$ cat src/rtl/core/pie_pkg.sv
// Shared types and constants for the postfix integer evaluator.
// No dependencies; imported by every module of the block.
`default_nettype none

package pie_pkg;

    // default operand stack depth
    localparam int STACK_DEPTH_DEF = 16;

    // depth of the command queue between front and back
    localparam int QUEUE_DEPTH = 2;

    localparam int WORD_W = 32;

    typedef logic [WORD_W-1:0] word_t;

    // token kind
    typedef enum logic {
        ACT_PUSH  = 1'b0,
        ACT_APPLY = 1'b1
    } act_t;

    // operator codes
    typedef enum logic [1:0] {
        OP_ADD = 2'd0,
        OP_SUB = 2'd1,
        OP_MUL = 2'd2,
        OP_DIV = 2'd3
    } op_t;

    // result status codes
    typedef enum logic [2:0] {
        ST_OK        = 3'd0,
        ST_UNDERFLOW = 3'd1,
        ST_OVERFLOW  = 3'd2,
        ST_DIVZERO   = 3'd3,
        ST_EMPTY     = 3'd4
    } status_t;

    // back end sequencer states
    typedef enum logic [2:0] {
        BK_IDLE,
        BK_EXEC,
        BK_DIV,
        BK_EMIT
    } bk_state_t;

    // classified token as it travels through the queue
    typedef struct packed {
        act_t  action;
        word_t value;
        op_t   opcode;
        logic  last;
    } cmd_t;

    // divider request
    typedef struct packed {
        logic  start;
        word_t dividend;
        word_t divisor;
    } div_req_t;

    // divider response
    typedef struct packed {
        logic  done;
        word_t quotient;
    } div_rsp_t;

endpackage

`default_nettype wire

$ cat src/rtl/core/postfix_integer_evaluator.sv
// Postfix expression evaluator on a bounded 32-bit operand stack. Each input
// transfer carries one token: an operand is pushed, an operator pops b then a
// and pushes a op b (add, subtract, multiply wrap modulo 2^32; divide truncates
// toward zero). The first error of an expression (underflow, overflow, divide
// by zero) is kept as a sticky status. The token marked last produces one
// result transfer with the top of stack (0 if empty) and the status, and the
// stack is cleared for the next expression. Tokens pass through an input
// register and a two-entry queue to the execution side, which takes a push or an
// underflowing operator in its idle state. Add, subtract, multiply and a divide
// by zero go through an execute state (after the registered stack memory read),
// and any other divide then waits in a divide state for the bit-serial divider.
// A last token passes through an emit state to load the result register, and
// waits there while an earlier result transfer is still waiting. The
// stack holds STACK_DEPTH entries: the top sits in a register and the rest in
// a single-port-write memory; it needs no clearing pass after reset.
// Depends on pie_pkg, pie_front, pie_queue, pie_div and pie_back.
`default_nettype none

module postfix_integer_evaluator #(
    parameter int STACK_DEPTH = pie_pkg::STACK_DEPTH_DEF
) (
    input  wire logic                aclk,
    input  wire logic                aresetn,
    input  wire logic                s_valid,
    output logic                     s_ready,
    input  wire logic                s_action,
    input  wire logic signed [31:0]  s_operand_value,
    input  wire logic [1:0]          s_operator_code,
    input  wire logic                s_last_token,
    output logic                     m_valid,
    input  wire logic                m_ready,
    output logic signed [31:0]       m_result_value,
    output logic [2:0]               m_status
);
    import pie_pkg::*;

    logic fq_valid;
    logic fq_ready;
    cmd_t fq_cmd;
    logic qb_valid;
    logic qb_ready;
    cmd_t qb_cmd;

    // token intake and classification
    pie_front u_front (
        .aclk            (aclk),
        .aresetn         (aresetn),
        .s_valid         (s_valid),
        .s_ready         (s_ready),
        .s_action        (s_action),
        .s_operand_value (s_operand_value),
        .s_operator_code (s_operator_code),
        .s_last_token    (s_last_token),
        .cmd_valid       (fq_valid),
        .cmd_ready       (fq_ready),
        .cmd             (fq_cmd)
    );

    // decoupling queue
    pie_queue u_queue (
        .aclk     (aclk),
        .aresetn  (aresetn),
        .wr_valid (fq_valid),
        .wr_ready (fq_ready),
        .wr_cmd   (fq_cmd),
        .rd_valid (qb_valid),
        .rd_ready (qb_ready),
        .rd_cmd   (qb_cmd)
    );

    // stack machine and result register
    pie_back #(
        .STACK_DEPTH (STACK_DEPTH)
    ) u_back (
        .aclk           (aclk),
        .aresetn        (aresetn),
        .cmd_valid      (qb_valid),
        .cmd_ready      (qb_ready),
        .cmd            (qb_cmd),
        .m_valid        (m_valid),
        .m_ready        (m_ready),
        .m_result_value (m_result_value),
        .m_status       (m_status)
    );

endmodule

`default_nettype wire

$ cat src/rtl/core/pie_front.sv
// Input stage: takes token transfers and classifies them into commands.
// Depends on pie_pkg; feeds pie_queue.
`default_nettype none

module pie_front (
    input  wire logic                aclk,
    input  wire logic                aresetn,
    input  wire logic                s_valid,
    output logic                     s_ready,
    input  wire logic                s_action,
    input  wire logic signed [31:0]  s_operand_value,
    input  wire logic [1:0]          s_operator_code,
    input  wire logic                s_last_token,
    output logic                     cmd_valid,
    input  wire logic                cmd_ready,
    output pie_pkg::cmd_t            cmd
);
    import pie_pkg::*;

    logic valid_reg;
    logic valid_next;
    cmd_t cmd_reg;
    cmd_t cmd_next;
    logic take;

    // accept whenever the holding register is empty or draining
    assign s_ready = !valid_reg || cmd_ready;
    assign take    = s_valid && s_ready;

    // classify the token
    always_comb begin
        cmd_next.action = act_t'(s_action);
        cmd_next.value  = (s_action == ACT_PUSH) ? word_t'($unsigned(s_operand_value)) : '0;
        cmd_next.opcode = op_t'(s_operator_code);
        cmd_next.last   = s_last_token;
        if (take) begin
            valid_next = 1'b1;
        end else if (cmd_ready) begin
            valid_next = 1'b0;
        end else begin
            valid_next = valid_reg;
        end
    end

    // holding register
    always_ff @(posedge aclk) begin
        if (!aresetn) begin
            valid_reg <= 1'b0;
        end else begin
            valid_reg <= valid_next;
        end
        if (take) begin
            cmd_reg <= cmd_next;
        end
    end

    assign cmd_valid = valid_reg;
    assign cmd       = cmd_reg;

endmodule

`default_nettype wire

$ cat src/rtl/core/pie_queue.sv
// Short command queue between the front and the back of the evaluator.
// Depends on pie_pkg for the command type and queue depth.
`default_nettype none

module pie_queue (
    input  wire logic           aclk,
    input  wire logic           aresetn,
    input  wire logic           wr_valid,
    output logic                wr_ready,
    input  wire pie_pkg::cmd_t  wr_cmd,
    output logic                rd_valid,
    input  wire logic           rd_ready,
    output pie_pkg::cmd_t       rd_cmd
);
    import pie_pkg::*;

    localparam int QAW = (QUEUE_DEPTH > 1) ? $clog2(QUEUE_DEPTH) : 1;
    localparam int QCW = $clog2(QUEUE_DEPTH + 1);

    cmd_t           entry_reg [QUEUE_DEPTH];
    logic [QAW-1:0] wptr_reg;
    logic [QAW-1:0] rptr_reg;
    logic [QCW-1:0] count_reg;
    logic [QCW-1:0] count_next;
    logic           do_wr;
    logic           do_rd;

    assign wr_ready = (count_reg != QCW'(QUEUE_DEPTH));
    assign rd_valid = (count_reg != '0);
    assign do_wr    = wr_valid && wr_ready;
    assign do_rd    = rd_valid && rd_ready;
    assign rd_cmd   = entry_reg[rptr_reg];

    // occupancy update
    always_comb begin
        count_next = count_reg;
        if (do_wr && !do_rd) begin
            count_next = count_reg + QCW'(1);
        end else if (do_rd && !do_wr) begin
            count_next = count_reg - QCW'(1);
        end
    end

    // pointers and storage
    always_ff @(posedge aclk) begin
        if (!aresetn) begin
            wptr_reg  <= '0;
            rptr_reg  <= '0;
            count_reg <= '0;
        end else begin
            count_reg <= count_next;
            if (do_wr) begin
                wptr_reg <= (wptr_reg == QAW'(QUEUE_DEPTH - 1)) ? '0 : wptr_reg + QAW'(1);
            end
            if (do_rd) begin
                rptr_reg <= (rptr_reg == QAW'(QUEUE_DEPTH - 1)) ? '0 : rptr_reg + QAW'(1);
            end
        end
        if (do_wr) begin
            entry_reg[wptr_reg] <= wr_cmd;
        end
    end

endmodule

`default_nettype wire

$ cat src/rtl/core/pie_div.sv
// Iterative unsigned 32-bit divider, one quotient bit per cycle.
// Depends on pie_pkg for the request and response types.
`default_nettype none

module pie_div (
    input  wire logic               aclk,
    input  wire logic               aresetn,
    input  wire pie_pkg::div_req_t  req,
    output pie_pkg::div_rsp_t       rsp
);
    import pie_pkg::*;

    localparam int CW = $clog2(WORD_W);

    logic          busy_reg;
    logic          done_reg;
    logic [CW-1:0] cnt_reg;
    word_t         rem_reg;
    word_t         quo_reg;
    word_t         dvs_reg;
    logic [WORD_W:0] shifted;
    logic [WORD_W:0] diff;
    logic          fits;
    logic          final_step;

    // one restoring step
    assign shifted    = {rem_reg, quo_reg[WORD_W-1]};
    assign diff       = shifted - {1'b0, dvs_reg};
    assign fits       = !diff[WORD_W];
    assign final_step = busy_reg && (cnt_reg == CW'(WORD_W - 1));

    // control
    always_ff @(posedge aclk) begin
        if (!aresetn) begin
            busy_reg <= 1'b0;
            done_reg <= 1'b0;
            cnt_reg  <= '0;
        end else begin
            done_reg <= final_step;
            if (req.start) begin
                busy_reg <= 1'b1;
                cnt_reg  <= '0;
            end else if (busy_reg) begin
                cnt_reg <= cnt_reg + CW'(1);
                if (final_step) begin
                    busy_reg <= 1'b0;
                end
            end
        end
    end

    // datapath
    always_ff @(posedge aclk) begin
        if (req.start) begin
            rem_reg <= '0;
            quo_reg <= req.dividend;
            dvs_reg <= req.divisor;
        end else if (busy_reg) begin
            rem_reg <= fits ? diff[WORD_W-1:0] : shifted[WORD_W-1:0];
            quo_reg <= {quo_reg[WORD_W-2:0], fits};
        end
    end

    assign rsp.done     = done_reg;
    assign rsp.quotient = quo_reg;

endmodule

`default_nettype wire

$ cat src/rtl/core/pie_back.sv
// Execution side: operand stack, arithmetic, status tracking and result register.
// Depends on pie_pkg; uses pie_div for the divide operator.
`default_nettype none

module pie_back #(
    parameter int STACK_DEPTH = pie_pkg::STACK_DEPTH_DEF
) (
    input  wire logic                aclk,
    input  wire logic                aresetn,
    input  wire logic                cmd_valid,
    output logic                     cmd_ready,
    input  wire pie_pkg::cmd_t       cmd,
    output logic                     m_valid,
    input  wire logic                m_ready,
    output logic signed [31:0]       m_result_value,
    output logic [2:0]               m_status
);
    import pie_pkg::*;

    localparam int SPW = $clog2(STACK_DEPTH + 1);
    localparam int AW  = $clog2(STACK_DEPTH);

    // entries below the top of stack live in memory
    word_t          stack_mem [STACK_DEPTH];
    word_t          rd_data_reg;
    logic [AW-1:0]  mem_raddr;
    logic [AW-1:0]  mem_waddr;
    logic           mem_we;

    bk_state_t      state_reg, state_next;
    logic [SPW-1:0] sp_reg, sp_next;
    status_t        err_reg, err_next;
    word_t          tos_reg, tos_next;
    op_t            op_reg, op_next;
    logic           last_reg, last_next;
    logic           neg_reg, neg_next;
    logic           out_valid_reg, out_valid_next;
    word_t          out_value_reg, out_value_next;
    status_t        out_status_reg, out_status_next;

    div_req_t       div_req;
    div_rsp_t       div_rsp;

    word_t          opa;
    word_t          opb;
    word_t          mag_a;
    word_t          mag_b;
    logic [2*WORD_W-1:0] product;
    logic           out_free;

    assign opa     = rd_data_reg;
    assign opb     = tos_reg;
    assign mag_a   = opa[WORD_W-1] ? word_t'(-opa) : opa;
    assign mag_b   = opb[WORD_W-1] ? word_t'(-opb) : opb;
    assign product = opa * opb;
    assign out_free = !out_valid_reg || m_ready;

    pie_div u_div (
        .aclk    (aclk),
        .aresetn (aresetn),
        .req     (div_req),
        .rsp     (div_rsp)
    );

    // sequencer: next state and datapath control
    always_comb begin
        state_next      = state_reg;
        sp_next         = sp_reg;
        err_next        = err_reg;
        tos_next        = tos_reg;
        op_next         = op_reg;
        last_next       = last_reg;
        neg_next        = neg_reg;
        out_valid_next  = out_valid_reg && !m_ready;
        out_value_next  = out_value_reg;
        out_status_next = out_status_reg;
        cmd_ready       = 1'b0;
        mem_we          = 1'b0;
        mem_waddr       = AW'(sp_reg - SPW'(1));
        mem_raddr       = AW'(sp_reg - SPW'(2));
        div_req.start    = 1'b0;
        div_req.dividend = mag_a;
        div_req.divisor  = mag_b;

        case (state_reg)
            BK_IDLE: begin
                cmd_ready = 1'b1;
                if (cmd_valid) begin
                    op_next   = cmd.opcode;
                    last_next = cmd.last;
                    state_next = cmd.last ? BK_EMIT : BK_IDLE;
                    if (cmd.action == ACT_PUSH) begin
                        if (sp_reg < SPW'(STACK_DEPTH)) begin
                            // spill old top of stack, new value becomes top
                            mem_we   = (sp_reg != '0);
                            tos_next = cmd.value;
                            sp_next  = sp_reg + SPW'(1);
                        end else if (err_reg == ST_OK) begin
                            err_next = ST_OVERFLOW;
                        end
                    end else if (sp_reg < SPW'(2)) begin
                        if (err_reg == ST_OK) begin
                            err_next = ST_UNDERFLOW;
                        end
                    end else begin
                        // second operand is read from memory this cycle
                        state_next = BK_EXEC;
                    end
                end
            end
            BK_EXEC: begin
                state_next = last_reg ? BK_EMIT : BK_IDLE;
                case (op_reg)
                    OP_ADD: begin
                        tos_next = opa + opb;
                        sp_next  = sp_reg - SPW'(1);
                    end
                    OP_SUB: begin
                        tos_next = opa - opb;
                        sp_next  = sp_reg - SPW'(1);
                    end
                    OP_MUL: begin
                        tos_next = product[WORD_W-1:0];
                        sp_next  = sp_reg - SPW'(1);
                    end
                    OP_DIV: begin
                        if (opb == '0) begin
                            // divide by zero pops both and leaves zero
                            tos_next = '0;
                            sp_next  = sp_reg - SPW'(1);
                            if (err_reg == ST_OK) begin
                                err_next = ST_DIVZERO;
                            end
                        end else begin
                            div_req.start = 1'b1;
                            neg_next      = opa[WORD_W-1] ^ opb[WORD_W-1];
                            state_next    = BK_DIV;
                        end
                    end
                    default: begin
                        state_next = BK_IDLE;
                    end
                endcase
            end
            BK_DIV: begin
                if (div_rsp.done) begin
                    tos_next   = neg_reg ? word_t'(-div_rsp.quotient) : div_rsp.quotient;
                    sp_next    = sp_reg - SPW'(1);
                    state_next = last_reg ? BK_EMIT : BK_IDLE;
                end
            end
            BK_EMIT: begin
                if (out_free) begin
                    out_valid_next = 1'b1;
                    if (sp_reg == '0) begin
                        out_value_next  = '0;
                        out_status_next = (err_reg != ST_OK) ? err_reg : ST_EMPTY;
                    end else begin
                        out_value_next  = tos_reg;
                        out_status_next = err_reg;
                    end
                    sp_next    = '0;
                    err_next   = ST_OK;
                    state_next = BK_IDLE;
                end
            end
            default: begin
                state_next = BK_IDLE;
            end
        endcase
    end

    // state register
    always_ff @(posedge aclk) begin
        if (!aresetn) begin
            state_reg     <= BK_IDLE;
            sp_reg        <= '0;
            err_reg       <= ST_OK;
            out_valid_reg <= 1'b0;
        end else begin
            state_reg     <= state_next;
            sp_reg        <= sp_next;
            err_reg       <= err_next;
            out_valid_reg <= out_valid_next;
        end
    end

    // payload registers
    always_ff @(posedge aclk) begin
        tos_reg        <= tos_next;
        op_reg         <= op_next;
        last_reg       <= last_next;
        neg_reg        <= neg_next;
        out_value_reg  <= out_value_next;
        out_status_reg <= out_status_next;
    end

    // stack memory, registered read
    always_ff @(posedge aclk) begin
        if (mem_we) begin
            stack_mem[mem_waddr] <= tos_reg;
        end
        rd_data_reg <= stack_mem[mem_raddr];
    end

    assign m_valid        = out_valid_reg;
    assign m_result_value = $signed(out_value_reg);
    assign m_status       = out_status_reg;

endmodule

`default_nettype wire
$ cat config.mk
export PLATFORM = sky130hd
export DESIGN_NAME = postfix_integer_evaluator
export DESIGN_NICKNAME = d
export VERILOG_FILES = /design/src/rtl/core/pie_pkg.sv /design/src/rtl/core/postfix_integer_evaluator.sv /design/src/rtl/core/pie_front.sv /design/src/rtl/core/pie_queue.sv /design/src/rtl/core/pie_div.sv /design/src/rtl/core/pie_back.sv
export SDC_FILE = /design/constraint.sdc
export NUM_CORES = 2
export LEC_CHECK = 0
export BUFFER_PORTS_ARGS = -buffer_cell sky130_fd_sc_hd__buf_4
export CAP_MARGIN = 20
export CORE_ASPECT_RATIO = 0.6
export CORE_MARGIN = 8
export CORE_UTILIZATION = 24
export DETAILED_ROUTE_END_ITERATION = 10
export PLACE_DENSITY_LB_ADDON = 0.05
export SLEW_MARGIN = 40
export SYNTH_ARGS = -nofsm -noshare
export SYNTH_HDL_FRONTEND = slang
export SYNTH_HIERARCHICAL = 1
export SYNTH_SLANG_ARGS = --single-unit
$ cat constraint.sdc
create_clock -name aclk -period 9.4 [get_ports aclk]
set_input_delay 0.47 -clock aclk [delete_from_list [all_inputs] [get_ports aclk]]
set_output_delay 0.47 -clock aclk [all_outputs]
set_load 0.05 [all_outputs]
==> impl_metrics.tcl <==
set metrics [dict create \
    status "finished, final reports clean" \
    setup_violations 0 \
    rsz0062_at_grt "no" \
    path_buf_inv 4 \
    max_stage_delay_ps 670 \
    avgSynthCellArea_um2 12.5 \
    post-route-period-util 0.909 \
    cts_setup_buffers 0 \
    synthXorXnorAreaFrac 0.0433 \
    cts_buffers 94 \
    synthCells 4313 \
    crit_fanout 19 \
    synth_top_family_by_area "adder cells" \
    cts.clk_slew.worst_paths_ps 70 \
    crit_slowest_cell "edfxtp_1" \
    start_kind "flop" \
    synth_mux_area_frac 0.0829 \
    register_area_um2 24400 \
    dr.pass1.iters 5 \
    relSlewSlack 0.421 \
    nets 5074 \
    fin_setup_tns_ps 0 \
    core_um2 223000 \
    initial_core_util 0.242 \
    hold_viol 0 \
    ys_seq_area_frac 0.454 \
    syn-num-nets 4970 \
    pre_cts_slack_ps 848 \
    ys_ff_latch 842 \
    arrival_ps 8980 \
    nFillCells 23000 \
    fmax_mhz 117 \
    drv_slew 0 \
    viasPerCell 4.56 \
    fin_util 0.279 \
    maxCapViolations 0 \
    wl_um 209000 \
    synth_edf_count 755 \
    clock-sinks 842 \
    design.die.area_um2 240000 \
    yosys.cell_types.count 86 \
    grt_overflow 0 \
    antenna_found_initial 24 \
    drtIter0Drc 3052 \
    portBuffers 76 \
    largest_reg_flops 512 \
    syn-cell-area_um2 53800 \
    hpwl_um 152000 \
    fin_ws_ps 856 \
    fin_crit_ps 8540 \
    grtUsageTotal 0.172 \
    cp_cell_sequence "and2_1, fa_1, inv_1, fa_1, fa_1, fa_1, inv_1, fa_1, inv_1, fa_1, inv_1, fa_1, fa_1, ha_1, and3_1, a31oi_1, nor3b_1, o21bai_1, a22oi_1, a211oi_1, nand2_1, o22ai_1, a221oi_1, o21ai_0" \
    area_growth_pct 15.4 \
    htreeDepth 3 \
    die_h_um 383 \
    cts_tree "done" \
    synth-compound-area-share 0.0587 \
    hold_path_class "input pin to flop" \
    rows 134 \
    clock_skew_ps 56.0 \
    gp_congestion 0.860 \
    multi_input_area_um2 27000 \
    wl_per_cell_um 27.9 \
    cp-end-kind "flop" \
    vias 34200 \
    io_pins 77 \
    grt_max_degree 78 \
    drive_gt1_frac 0.153 \
    synthArstFlopShare 0 \
    drcViolationCount 0 \
    cts-root-buf "clkbuf_16" \
    synth-warning-count 6 \
    grt_pass1_vias 35100 \
    cpLargestDelayFamily "adder cells" \
    clock_latency_ps 720 \
    critical_path_required_ps 9830 \
    worst-setup-path-type "flop to flop" \
    final_antenna_net_count 0 \
    crit_path_frequent_cell "fa_1" \
    die_w_um 627 \
    ys.flop_type "edfxtp_1" \
    yosys.area_share.simple 0.111 \
    clockBufferDepth 3 \
    worstMarginPinSlew_ps 866 \
    synth_fa_ha_area_frac 0.201 \
    grt_pass1_wl_um 292000 \
]
## per-layer routing
metal  part of all wire  routed length, um  global-route usage  vias up
met5            0.00017                 36                   0        -
met4              0.015               3180              0.0251        6
met3              0.072              15000              0.0470      165
met2               0.36              75900               0.217      973
met1               0.55             115000               0.286    17900
li1                   -                  -                   -    15100
## synth_stat cells, types with 11 or more instances
master / instances / area share
ha_1: 207 / 0.048
a21o_1: 29 / 0.0040
mux2_2: 67 / 0.014
nand2_1: 427 / 0.030
fa_1: 410 / 0.15
nand4_1: 13 / 0.0015
a211oi_1: 20 / 0.0028
edfxtp_1: 755 / 0.42
o21a_1: 14 / 0.0020
a31oi_1: 18 / 0.0021
o22ai_1: 14 / 0.0016
and2_1: 316 / 0.037
and3_1: 15 / 0.0017
a22oi_1: 24 / 0.0033
or3_1: 31 / 0.0036
nand2b_1: 28 / 0.0033
dfxtp_1: 87 / 0.032
o21ai_0: 103 / 0.0096
inv_1: 450 / 0.031
clkbuf_1: 203 / 0.014
xnor2_1: 181 / 0.029
o31ai_1: 37 / 0.0052
nor2_1: 161 / 0.011
nor2b_1: 74 / 0.0086
or2_2: 11 / 0.0013
nand3_1: 40 / 0.0037
nor3_1: 24 / 0.0022
mux4_2: 160 / 0.067
buf_1: 22 / 0.0015
xor2_1: 80 / 0.013
a21oi_1: 104 / 0.0097
a311oi_1: 20 / 0.0033
## cells by family after synthesis
family                   after synthesis
AO/OA/AOI/OAI                        474
XOR/XNOR                             263
adder cells (fa/ha/maj)              617
buffers and inverters                693
flip-flops                           842
multiplexers                         237
AND/OR/NAND/NOR                     1187
## metrics by stage
stage	hold WS, ps	instances	area (um^2)
floorplan	421	4313	53800
global placement	431	7290	58500
detailed placement	433	7299	58700
CTS	1.43	7483	62000
global route	27.9	7491	62100
finish	60.0	7506	62100
## cells in the final DEF (no fill, tap or decap), types with 29 or more instances in the layout
cell type / n
ha_1: 205
clkbuf_16: 94
o31ai_1: 37
xor2_1: 79
fa_1: 410
or3_1: 31
dfxtp_1: 77
a21oi_1: 101
mux2_2: 67
o21ai_0: 100
xnor2_1: 181
buf_4: 223
nand2_1: 427
nor2_1: 141
a21o_1: 29
inv_1: 450
mux4_2: 160
nor2b_1: 70
and2_1: 315
nand3_1: 40
edfxtp_1: 755
## what timing repair did
item / in CTS / in global routing
gates resized for setup: 0 / 0
hold endpoints to repair: 8 / 0
hold buffers: 8 / 0
## layout make-up
type,instances,area share
clock inverter,60,0.0116
sequential,842,0.393
clock buffer,116,0.0394
tap,2992,0.0603
inverter,450,0.0272
multi-input combinational,2778,0.434
antenna,17,0.000685
timing repair buffer,251,0.0333
## worst register-to-register path, stage by stage, from the launching register on
cell and delay, ps:
edfxtp_1 670, and2_1 280, fa_1 500, inv_1 50, fa_1 450, fa_1 550
fa_1 570, inv_1 50, fa_1 520, inv_1 60, fa_1 550, inv_1 60
fa_1 520, fa_1 440, ha_1 410, and3_1 290, a31oi_1 200, nor3b_1 210
o21bai_1 140, a22oi_1 510, a211oi_1 240, nand2_1 120, o22ai_1 130, a221oi_1 590
o21ai_0 180
## final timing paths
| path | from | endpoint | slack (ps) | cells after the start |
|---|---|---|---|---|
| max | u_back/opb[3] | u_back/opb[29] | 860 | 24 |
| min | s_operand_value[21] | u_front/cmd[24] | 60 | 2 |
| max reg2reg | u_back/opb[3] | u_back/opb[29] | 860 | 24 |
| min reg2reg | u_front/cmd[23] | u_queue/entry_reg[0][23] | 440 | 0 |
Power is left out: the tool's default activity adds up to more than one toggle a clock period on the data nets, which glitch-free logic cannot reach.
